## config.mk

```make
export PLATFORM = sky130hd
export DESIGN_NAME = sliding_window_median
export DESIGN_NICKNAME = d
export VERILOG_FILES = /design/src/rtl/swm_pkg.sv /design/src/rtl/swm_cell.sv /design/src/rtl/sliding_window_median.sv
export SDC_FILE = /design/constraint.sdc
export NUM_CORES = 1
export LEC_CHECK = 0
export ABC_AREA = 0
export ABC_CLOCK_PERIOD_IN_PS = 7950
export BUFFER_PORTS_ARGS = -buffer_cell sky130_fd_sc_hd__buf_4
export CORE_ASPECT_RATIO = 0.8
export CORE_MARGIN = 4
export CORE_UTILIZATION = 32
export CTS_CLUSTER_SIZE = 40
export DETAILED_ROUTE_END_ITERATION = 8
export GPL_TIMING_DRIVEN = 0
export PLACE_DENSITY = 0.46
export SYNTH_ARGS = -nofsm -noshare
export SYNTH_HDL_FRONTEND = slang
export SYNTH_SLANG_ARGS = --single-unit
```

## constraint.sdc

```tcl
create_clock -name clk_i -period 7.95 [get_ports clk_i]
set_clock_uncertainty 0.1 [all_clocks]
set_input_delay 0.795 -clock clk_i [delete_from_list [all_inputs] [get_ports clk_i]]
set_output_delay 0.795 -clock clk_i [all_outputs]
set_load 0.1 [all_outputs]
```

## src/rtl/swm_pkg.sv

```systemverilog
// Shared types for the sliding window median filter.
package swm_pkg;

  typedef struct packed {
    logic del_seen;
    logic gt;
  } swm_link_t;

endpackage

```

## src/rtl/swm_cell.sv

```systemverilog
// One cell of the sorted window chain: a sample and its age.
module swm_cell #(
  parameter int SampleBits = 16,
  parameter int AgeBits    = 3,
  parameter int Window     = 5,
  parameter int Index      = 0,
  parameter bit IsLast     = 1'b0
) (
  input  logic                         clk_i,
  input  logic                         rst_ni,
  input  logic                         en_i,
  input  logic signed [SampleBits-1:0] x_i,
  input  swm_pkg::swm_link_t           left_link_i,
  input  logic signed [SampleBits-1:0] left_val_i,
  input  logic        [AgeBits-1:0]    left_age_i,
  input  logic signed [SampleBits-1:0] nxt_val_i,
  input  logic        [AgeBits-1:0]    nxt_age_i,
  output logic signed [SampleBits-1:0] val_o,
  output logic        [AgeBits-1:0]    age_o,
  output swm_pkg::swm_link_t           right_link_o,
  output logic signed [SampleBits-1:0] r_val_o,
  output logic        [AgeBits-1:0]    r_age_o,
  output logic signed [SampleBits-1:0] val_d_o
);

  logic signed [SampleBits-1:0] val_q, val_d;
  logic        [AgeBits-1:0]    age_q, age_d;
  logic                         del;
  logic                         shift;
  logic                         gt;

  assign del     = (age_q == AgeBits'(Window - 1));
  assign shift   = left_link_i.del_seen | del;
  assign r_val_o = shift ? nxt_val_i : val_q;
  assign r_age_o = shift ? nxt_age_i : age_q;
  assign gt      = IsLast ? 1'b1 : (r_val_o > x_i);

  assign right_link_o = '{del_seen: shift, gt: gt};

  always_comb begin
    if (left_link_i.gt) begin
      val_d = left_val_i;
      age_d = left_age_i + AgeBits'(1);
    end else if (gt) begin
      val_d = x_i;
      age_d = '0;
    end else begin
      val_d = r_val_o;
      age_d = r_age_o + AgeBits'(1);
    end
  end

  always_ff @(posedge clk_i or negedge rst_ni) begin
    if (!rst_ni) begin
      val_q <= '0;
      age_q <= AgeBits'(Index);
    end else if (en_i) begin
      val_q <= val_d;
      age_q <= age_d;
    end
  end

  assign val_o   = val_q;
  assign age_o   = age_q;
  assign val_d_o = val_d;

endmodule

```

## src/rtl/sliding_window_median.sv

```systemverilog
// Top level of the sliding window median filter.
// Output: the median of an accepted request is in the output register in the next cycle.
// Throughput: 1 request per cycle while in_stall_o is low; the whole cell row updates
// together, with the deleted-entry flag rippling combinationally through the cells.
// Reset: window holds WINDOW zeros, cell ages 0..WINDOW-1, output register empty.
module sliding_window_median #(
  parameter int WINDOW      = 5,
  parameter int SAMPLE_BITS = 16
) (
  input  logic                          clk_i,
  input  logic                          rst_ni,
  input  logic                          in_valid_i,
  output logic                          in_stall_o,
  input  logic signed [SAMPLE_BITS-1:0] sample_i,
  output logic                          out_valid_o,
  input  logic                          out_stall_i,
  output logic signed [SAMPLE_BITS-1:0] median_o
);

  localparam int AgeBits = (WINDOW > 1) ? $clog2(WINDOW) : 1;
  localparam int MidIdx  = WINDOW / 2;

  swm_pkg::swm_link_t           rlink [WINDOW];
  swm_pkg::swm_link_t           llink [WINDOW];
  logic signed [SAMPLE_BITS-1:0] val   [WINDOW];
  logic        [AgeBits-1:0]     age   [WINDOW];
  logic signed [SAMPLE_BITS-1:0] r_val [WINDOW];
  logic        [AgeBits-1:0]     r_age [WINDOW];
  logic signed [SAMPLE_BITS-1:0] l_val [WINDOW];
  logic        [AgeBits-1:0]     l_age [WINDOW];
  logic signed [SAMPLE_BITS-1:0] n_val [WINDOW];
  logic        [AgeBits-1:0]     n_age [WINDOW];
  logic signed [SAMPLE_BITS-1:0] val_d [WINDOW];

  logic                          accept;
  logic                          out_valid_q, out_valid_d;
  logic signed [SAMPLE_BITS-1:0] median_q;

  assign in_stall_o = out_valid_q & out_stall_i;
  assign accept     = in_valid_i & ~in_stall_o;

  for (genvar i = 0; i < WINDOW; i++) begin : g_cell
    if (i == 0) begin : g_first
      assign llink[i] = '{del_seen: 1'b0, gt: 1'b0};
      assign l_val[i] = '0;
      assign l_age[i] = '0;
    end else begin : g_mid
      assign llink[i] = rlink[i-1];
      assign l_val[i] = r_val[i-1];
      assign l_age[i] = r_age[i-1];
    end
    if (i == WINDOW - 1) begin : g_tail
      assign n_val[i] = val[i];
      assign n_age[i] = age[i];
    end else begin : g_body
      assign n_val[i] = val[i+1];
      assign n_age[i] = age[i+1];
    end

    swm_cell #(
      .SampleBits(SAMPLE_BITS),
      .AgeBits   (AgeBits),
      .Window    (WINDOW),
      .Index     (i),
      .IsLast    (i == WINDOW - 1)
    ) u_cell (
      .clk_i       (clk_i),
      .rst_ni      (rst_ni),
      .en_i        (accept),
      .x_i         (sample_i),
      .left_link_i (llink[i]),
      .left_val_i  (l_val[i]),
      .left_age_i  (l_age[i]),
      .nxt_val_i   (n_val[i]),
      .nxt_age_i   (n_age[i]),
      .val_o       (val[i]),
      .age_o       (age[i]),
      .right_link_o(rlink[i]),
      .r_val_o     (r_val[i]),
      .r_age_o     (r_age[i]),
      .val_d_o     (val_d[i])
    );
  end

  always_comb begin
    out_valid_d = out_valid_q;
    if (accept) begin
      out_valid_d = 1'b1;
    end else if (!out_stall_i) begin
      out_valid_d = 1'b0;
    end
  end

  always_ff @(posedge clk_i or negedge rst_ni) begin
    if (!rst_ni) begin
      out_valid_q <= 1'b0;
    end else begin
      out_valid_q <= out_valid_d;
    end
  end

  always_ff @(posedge clk_i) begin
    if (accept) begin
      median_q <= val_d[MidIdx];
    end
  end

  assign out_valid_o = out_valid_q;
  assign median_o    = median_q;

endmodule

```

---- Word level (Yosys, flattened, before mapping) ----
Cells that the tools add are included.
word-level totals
  register bits ........................... 112
  input port bits ......................... 20
  output and inout bits ................... 18
  logic and storage cells ................. 57
operators by class
  add/sub/neg operators ................... 4
  order comparisons ....................... 4
  equal/unequal tests ..................... 5
  mux-type cells .......................... 26
  bitwise logic cells ..................... 6
operator list
  operator                                               number
  2-to-1 mux 16 bit                                      12
  > comparator 16 bit                                    4
  2-to-1 mux 3 bit                                       12
  adder 3 x 1 -> 3 bit, second input constant            4
  == test 3 bit, second input constant                   4
  bitwise OR 1 bit                                       3
  AND 1 bit                                              2
  2-to-1 mux 1 bit                                       2
  inequality test 2 x 1 -> 1 bit, second input constant  1
  NOT 1 bit                                              1

---- Logic depth before layout (Yosys ltp) ----
Gate-level depths: netlist of the first run.
  depth in word-level cells ............... 8
  mapped depth ............................ 18
  mapped depth without buffers ............ 13

---- By module ----
A second synthesis of the first run with hierarchy kept.
unflattened totals
  cell total of the unflattened synthesis .. 1137
  area, all modules ....................... 10393.7 sq um
modules (own cells, without submodules)
  module                            instances  cells each  area an instance (sq um)  sequential area each (sq um)
  swm_cell at g_cell[1].u_cell ...  2          255         2135.8                    476.7
  swm_cell at g_cell[3].u_cell      1          255         2137.0                    478.0
  swm_cell at g_cell[0].u_cell      1          255         2134.5                    475.5
  swm_cell at g_cell[4].u_cell      1          96          1316.3                    476.7
  sliding_window_median             1          21          534.3                     505.5

---- Least setup slack after synthesis of the first run ----
No wires, ideal clock.
  path type ............................... register to register
  from .................................... register g_cell[1].u_cell.age_q[0]
  to ...................................... register g_cell[4].u_cell.val_q[10]
  setup time .............................. 0.164 ns
  arrival time ............................ 3.648 ns
  data required time ...................... 7.686 ns
  setup slack ............................. 4.038 ns
  stages on the path, launching flop included .. 18
  buffers on the path ..................... 5
  period minus slack after synthesis ...... 3.912 ns
  cell sequence ........................... dfstp_2 > nor2_1 > a221oi_2 > buf_2 > nand2_1 > buf_2 > nand2_1 > nand2_1 > ha_1 > nand4_2 > nor3_2 > or4b_1 > and3_1 > buf_6 > buf_6 > buf_6 > o22ai_2 > a2bb2oi_2
on the way
  cells in the longest elaborated chain, start to end .. 7
ends and longest elaborated chain
  item                               RTL line        RTL
  from (decl)                        swm_cell.sv:27  logic [AgeBits-1:0] age_q, age_d;
  from (signal assigned)             swm_cell.sv:56  age_q <= AgeBits'(Index);
  from (signal assigned)             swm_cell.sv:59  age_q <= age_d;
  == test 3 bit (*)                  swm_cell.sv:32  assign del = (age_q == AgeBits'(Window - 1));
  bitwise OR 1 bit (*) (3 in a row)  swm_cell.sv:33  assign shift = left_link_i.del_seen | del;
  2-to-1 mux 16 bit (*)              swm_cell.sv:34  assign r_val_o = shift ? nxt_val_i : val_q;
  > comparator 16 bit                swm_cell.sv:36  assign gt = IsLast ? 1'b1 : (r_val_o > x_i);
  2-to-1 mux 16 bit (*)              swm_cell.sv:41  if (left_link_i.gt) begin
  to (signal assigned)               swm_cell.sv:58  val_q <= val_d;
  to (decl)                          swm_cell.sv:26  logic signed [SampleBits-1:0] val_q, val_d;
Mark *: on every way between the ends. The rest lies on a longest branch, timed or not.
A chain may end at the register's enable or synchronous reset.

---- Final worst setup path of the first run ----
  from .................................... register g_cell[1].u_cell.age_q[0]
  to ...................................... register g_cell[4].u_cell.val_q[15]
Same word-level chain as after synthesis.

==> flow_summary.yaml, run 1 <==
outcome:
  outcome: "complete, no violations"
global_routing:
  grt.total_usage_pct: 19.7
  grt_pass1_vias: 6823
  antenna_found_initial: 0
  grt.overflow.total: 0
  grt_pass1_wl_mm: 41.4
  grt_max_degree: 97
cells_and_area:
  final_area_mm2: 0.00894
  antenna_cells: 0
  finalNetCount: 1001
  final_layout_size_suffix_gt1_share_pct: 16.2
  area_growth_pct: 12.3
timing:
  setup_viol_count_final: 0
  finalCritPeriodShare_pct: 68.4
  period_minus_slack_ns: 5.44
  final-max-slew-violation-count: 0
  rsz0062_at_grt: "no"
  slew_headroom_pct: 42.1
  fin_setup_tns_ns: 0
  max_freq_mhz: 184
  holdWs_ns: 0.230
  final-hold-violation-count: 0
  worstMarginPinSlew_ns: 0.869
detailed_routing:
  post_drt_wl_per_cell_um: 21.5
  wl_mm: 26.6
  via_per_inst: 5.54
  drt_iter0_markers: 449
  detail_route.first_pass.iterations: 5
  drcViolationCount: 0
  vias: 6842
  ant_nets: 0
power:
  sw_frac_of_total_pct: 51.6
  clkPwrFrac_pct: 10.1
  ir_worst_vdd_uv: 270
  power_leakage_uw: 0.00394
  share_comb_of_total_power_pct: 65.4
  power.density_mw_per_mm2: 504
  internal_power_uw: 2180
  power_switching_uw: 2320
  seqPwrFrac_pct: 24.5
floorplan:
  start_util_pct: 32.6
  rows: 51
  die_area_mm2: 0.0275
  floorplan.die.height_um: 149
  coreArea_mm2: 0.0244
  pin_count: 38
  fp.dieW_um: 184
setup_path:
  path_class: "flop to flop"
  cp_max_fo: 10
  cp_cell_sequence: "nor2_1 > a221oi_2 > buf_2 > nand2_1 > buf_2 > nand2_1 > nand2_1 > ha_1 > nand4_1 > nor4_1 > o21ai_1 > a31o_1 > nand4_1 > buf_2 > o22ai_2 > a2bb2oi_2"
  cpPeakStageDelay_ns: 0.64
  required_ns: 8.15
  arrival_ns: 5.64
  critPathCaptureType: "flop"
  r2r_cells: 16
  cp_slowest_cell: "nor4_1"
  critPathLaunchType: "flop"
place:
  place.gp.congestion: 0.875
  io_buffers: 37
  place_area_mm2: 0.00864
  dp_hpwl_mm: 20.7
clock_network:
  cts_setup_buffers: 0
  cts_root_buf: "clkbuf_16"
  htreeDepth: 3
  cts_hold_buffers: 0
  clkTransAtPathRegs_ns: 0.09
  clk_path_buf_depth: 2
  clock_latency_ns: 0.38
  cts.sinks: 112
  cts_inserted_buffers: 9
  cts.repair.resized: 0
  tritoncts: "yes"
synth:
  yosysTopAreaCellShare_pct: 28.6
  yosysSeqAreaShare_pct: 36.3
  netlist_top_cells_area: "dfrtp_1, ha_1, nand2_1, edfxtp_1, mux2_2"
  yosysUniqueCellTypes: 70
  ys_ff_latch: 112
  synth_area_per_cell_um2: 9.21
  synth-edff-count: 16
  syn_nets: 952
  ys_warn_count: 0
  postSynthCellCount: 864
  yosys_most_used_dff: "dfrtp_1"
  synth-async-reset-ratio_pct: 85.7
  netlist_area_mm2: 0.00796
  synth_top_area_cell: "dfrtp_1"
job:
  maxCapViolations: 0
hold_path:
  hp-class: "input pin to asynchronous set/reset pin"
## cells by family after synthesis
logic type      share of synthesized area [%]
compound gates                           23.3
xor+xnor                                0.440
fa+ha+maj                                10.7
buf+inv                                  5.06
flops                                    36.3
mux                                      9.20
simple gates                             15.0
## metal layers
| metal | routed length, µm | vias up | global-route usage [%] |
|---|---|---|---|
| met3 | 1320 | 15 | 4.05 |
| met1 | 14200 | 3356 | 31.3 |
| li1 | - | 3309 | - |
| met4 | 270 | 0 | 3.18 |
| met2 | 10800 | 162 | 27.6 |
| met5 | 0 | - | 0 |
## cells in the mapped netlist, types with 13 or more instances
master	count
nand2_1	137
dfrtp_1	91
nor2_1	75
a21oi_1	73
ha_1	68
mux2_2	36
clkbuf_1	30
inv_1	28
nand3_1	23
o22ai_1	23
mux2i_1	20
a31oi_1	18
buf_2	16
edfxtp_1	16
o311ai_0	16
a211o_1	15
o221ai_1	15
nand4_1	13
## flip-flops by register name, summed over array words and instances, names as in the netlist
| name | count |
|---|---|
| median_o | 16 |
| g_cell.u_cell.val_o | 80 |
| out_valid_o | 1 |
| g_cell.u_cell.age_o | 15 |
## power by group through the flow
| stage | Combinational [µW] | Clock, µW | Sequential (µW) |
|---|---|---|---|
| after floorplan | 1940 | 0 | 1300 |
| after global placement | 2900 | 0 | 1120 |
| after detailed placement | 2920 | 0 | 1120 |
| after CTS | 2930 | 472 | 1110 |
| after global routing | 3270 | 491 | 1140 |
| final | 2950 | 455 | 1100 |
## through the flow
step | util (%) | cells | total power, µW | worst slack, ns
floorplan | - | 864 | 3240 | 4.04
finish | 36.6 | 1236 | 4500 | 2.51
CTS | 36.5 | 1235 | 4510 | 2.71
detailed placement | 35.3 | 1219 | 4030 | 2.76
global placement | 35.3 | 1219 | 4020 | 2.67
global route | 36.6 | 1236 | 4890 | 2.40
## layout make-up
class	count	area, µm²
flip-flops and latches	112	2890
repair buffers	38	309
clock buffers	10	229
inverters	29	109
multi-input cells	665	4670
fillers	2558	15500
clock inverters	6	43.8
well taps	318	398
plain buffers	58	295
## critical path: cells and delay by family, from the launching register on
family | cells | cell delay, ns
buffers and inverters | 3 | 1.12
AND/OR/NAND/NOR | 7 | 1.76
flip-flops | 1 | 0.55
adder cells (fa/ha/maj) | 1 | 0.31
AO/OA/AOI/OAI | 5 | 1.50
## final timing paths
| path | start | to | slack [ns] |
|---|---|---|---|
| max | g_cell[1].u_cell.age_o[0] | g_cell[4].u_cell.val_o[15] | 2.51 |
| max reg2reg | g_cell[1].u_cell.age_o[0] | g_cell[4].u_cell.val_o[15] | 2.51 |
| max in group asynchronous | rst_ni | g_cell[4].u_cell.age_o[2] | 6.82 |
| min | rst_ni | g_cell[1].u_cell.val_o[8] | 0.23 |
| min reg2reg | g_cell[4].u_cell.age_o[2] | g_cell[4].u_cell.age_o[2] | 0.36 |
| min in group clk_i | g_cell[4].u_cell.age_o[2] | g_cell[4].u_cell.age_o[2] | 0.36 |
## cell usage in the layout (no fill, tap or decap), types with 5 or more instances in the layout
cell type,count
nor2_1,75
dfstp_2,5
o22ai_1,23
mux2_1,10
a21oi_1,73
a21o_1,10
mux2_2,36
o311ai_0,16
clkbuf_16,9
buf_6,8
buf_4,37
ha_1,68
inv_1,28
a2bb2oi_2,10
o21ai_1,6
a31oi_1,18
buf_2,17
a2bb2oi_1,6
mux2i_1,20
o221ai_1,15
nor3_1,5
edfxtp_1,16
o21ai_0,7
clkbuf_1,31
dfrtp_1,91
o211ai_1,5
a211o_1,15
nand3_1,23
nand4_1,13
nand2_1,137
o22ai_2,10
Note: power is estimated with default switching activity, not from simulation.
==> inputs of run 2 (changes only) <==
--- a/config.mk
+++ b/config.mk
@@ -5,8 +5,8 @@
 export SDC_FILE = /design/constraint.sdc
 export NUM_CORES = 1
 export LEC_CHECK = 0
-export ABC_AREA = 0
-export ABC_CLOCK_PERIOD_IN_PS = 7950
+export ABC_AREA = 1
+export ABC_CLOCK_PERIOD_IN_PS = 5200
 export BUFFER_PORTS_ARGS = -buffer_cell sky130_fd_sc_hd__buf_4
 export CORE_ASPECT_RATIO = 0.8
 export CORE_MARGIN = 4
==> constraint.sdc (replaced) <==
create_clock -name clk_i -period 5.2 [get_ports clk_i]
set_clock_uncertainty 0.1 [all_clocks]
set_input_delay 0.52 -clock clk_i [delete_from_list [all_inputs] [get_ports clk_i]]
set_output_delay 0.52 -clock clk_i [all_outputs]
set_load 0.1 [all_outputs]
==> run 2 against run 1 <==
Maximum frequency grew 40%. Critical endpoint is now median_o[6]. Cell count grew 36%. Via count grew 24%. Routed wire length grew 17%. Synthesized cell count grew 46%. Flip-flop and latch count is the same.
==> flow_summary.yaml, run 2 <==
timing:
  fin_setup_tns_ns: 0
  period_minus_slack_ns: 3.89
  worstMarginPinSlew_ns: 1.06
  final-hold-violation-count: 0
  setup_viol_count_final: 0
  final-max-slew-violation-count: 0
  rsz0062_at_grt: "no"
  holdWs_ns: 0.250
  slew_headroom_pct: 28.9
  finalCritPeriodShare_pct: 74.9
  max_freq_mhz: 257
synth:
  netlist_top_cells_area: "dfrtp_1, nand2_1, ha_1, inv_1, o21ai_0"
  netlist_area_mm2: 0.00867
  ys_ff_latch: 112
  synth-edff-count: 16
  ys_warn_count: 0
  yosysTopAreaCellShare_pct: 26.3
  postSynthCellCount: 1263
  yosys.area_share.simple_pct: 33.2
  yosysSeqAreaShare_pct: 33.3
  synth_area_per_cell_um2: 6.86
  syn_nets: 1351
  ys_top_cells_by_count: "nand2_1, inv_1, o21ai_0, dfrtp_1, nand3_1"
  synth_mux_area_share_pct: 0.245
  synth_top_family_by_area: "simple AND/OR/NAND/NOR gates"
  synth_most_common_cell: "nand2_1"
  synthAdderAreaFrac_pct: 9.82
  synth-xor-area-share_pct: 0.303
  yosysUniqueCellTypes: 40
  synth_compound_area_share_pct: 12.4
  yosys_most_used_dff: "dfrtp_1"
  synth-async-reset-ratio_pct: 85.7
  synth_top_area_cell: "dfrtp_1"
setup_path:
  arrival_ns: 3.90
  required_ns: 5.21
  critPathLaunchType: "flop"
  cp_max_fo: 10
  critPathCaptureType: "flop"
  path_class: "flop to flop"
global_routing:
  grt_pass1_vias: 7910
  grt.overflow.total: 0
  grt_max_degree: 97
  grt.total_usage_pct: 21.1
  grt_pass1_wl_mm: 47.7
  antenna_found_initial: 0
cells_and_area:
  area_growth_pct: 12.2
  fillerInstances: 2894
  antenna_cells: 0
  largest_reg_flops: 80
  final_layout_size_suffix_gt1_share_pct: 9.03
  most-common-layout-cells: "nand2_1, inv_1, o21ai_0"
  finalNetCount: 1401
  mostFrequentLayoutCell: "nand2_1"
clock_network:
  cts.repair.resized: 0
  cts_inserted_buffers: 9
  clock_latency_ns: 0.38
  cts_root_buf: "clkbuf_16"
  cts_hold_buffers: 0
  clk_path_buf_depth: 2
  htreeDepth: 3
  clkTransAtPathRegs_ns: 0.07
  cts.sinks: 112
  cts_setup_buffers: 0
  tritoncts: "yes"
floorplan:
  floorplan.die.height_um: 155
  pin_count: 38
  start_util_pct: 32.8
  die_area_mm2: 0.0298
  fp.dieW_um: 192
  rows: 53
  coreArea_mm2: 0.0265
outcome:
  outcome: "complete, no violations"
place:
  place.gp.congestion: 0.877
  dp_hpwl_mm: 24.3
  io_buffers: 37
detailed_routing:
  drcViolationCount: 0
  post_drt_wl_per_cell_um: 18.5
  ant_nets: 0
  vias: 8464
  drt_iter0_markers: 601
  wl_mm: 31.0
  via_per_inst: 5.05
  detail_route.first_pass.iterations: 5
hold_path:
  hp-class: "input pin to flop"
job:
  maxCapViolations: 0
==> run 2: through the flow <==
step | setup slack (ns) | instances | instance area, µm² | utilization, %
after floorplan | 2.01 | 1263 | 8670 | -
after global placement | 1.22 | 1657 | 9390 | 35.5
after detailed placement | 1.32 | 1657 | 9390 | 35.5
after CTS | 1.31 | 1673 | 9680 | 36.6
after global routing | 1.00 | 1675 | 9720 | 36.7
final | 1.31 | 1675 | 9720 | 36.7
==> run 2: worst max-delay path, cell delays in order (launching register included) <==
cell and delay (ns):
dfstp_2 0.56, nor2_1 0.05, nand2_1 0.10, nand2_4 0.08
inv_4 0.15, nand2_2 0.11, buf_6 0.16, buf_6 0.16
a21oi_1 0.32, ha_1 0.37, a21oi_1 0.15, o21ai_0 0.09
nor2_1 0.20, nand2_1 0.09, nand2_2 0.17, nand3_2 0.12
buf_6 0.17, buf_6 0.14, nand2_1 0.06, nand3_1 0.08
and2_1 0.20
==> run 2: path summary, 6_finish.rpt <==
path,from,endpoint,slack [ns],cells past startpoint
worst min-delay path,in_valid_i,out_valid_o,0.25,3
worst max register to register,g_cell[1].u_cell.age_o[0],median_o[6],1.31,20
max in group asynchronous,rst_ni,g_cell[4].u_cell.age_o[2],3.82,3
worst min register to register,g_cell[3].u_cell.val_o[12],g_cell[3].u_cell.val_o[12],0.38,2
min in group asynchronous,rst_ni,g_cell[0].u_cell.val_o[7],0.45,2
worst max-delay path,g_cell[1].u_cell.age_o[0],median_o[6],1.31,20
==> run 2: logic make-up (layout without fill, tap and decap cells) <==
logic type	after synthesis	in the layout
and+or+nand+nor	661	661
buffers and inverters	217	272
AOI/OAI and AO/OA	200	200
DFF	112	112
adders and majority gates	68	68
xor gates and xnor gates	3	3
muxes	2	2
==> run 2: final cells by class <==
type | count | area, µm² | area share [%]
inverter | 151 | 569 | 5.86
multi-input combinational | 934 | 4850 | 49.8
clock buffer | 10 | 229 | 2.35
sequential | 112 | 2890 | 29.7
clock inverter | 6 | 60.1 | 0.618
tap | 357 | 447 | 4.59
timing repair buffer | 39 | 319 | 3.28
buffer | 66 | 364 | 3.74
==> run 2: layer usage <==
metal	up-vias	GRT usage, %	part of all wire (%)
li1	4221	-	-
met1	4045	32.9	52
met2	172	31.5	43
met3	26	2.67	3.7
met4	0	3.90	1.2
met5	-	0	0
Power of run 2 is left out: the tool's default activity adds up to more than one toggle a clock period on the data nets, which glitch-free logic cannot reach.
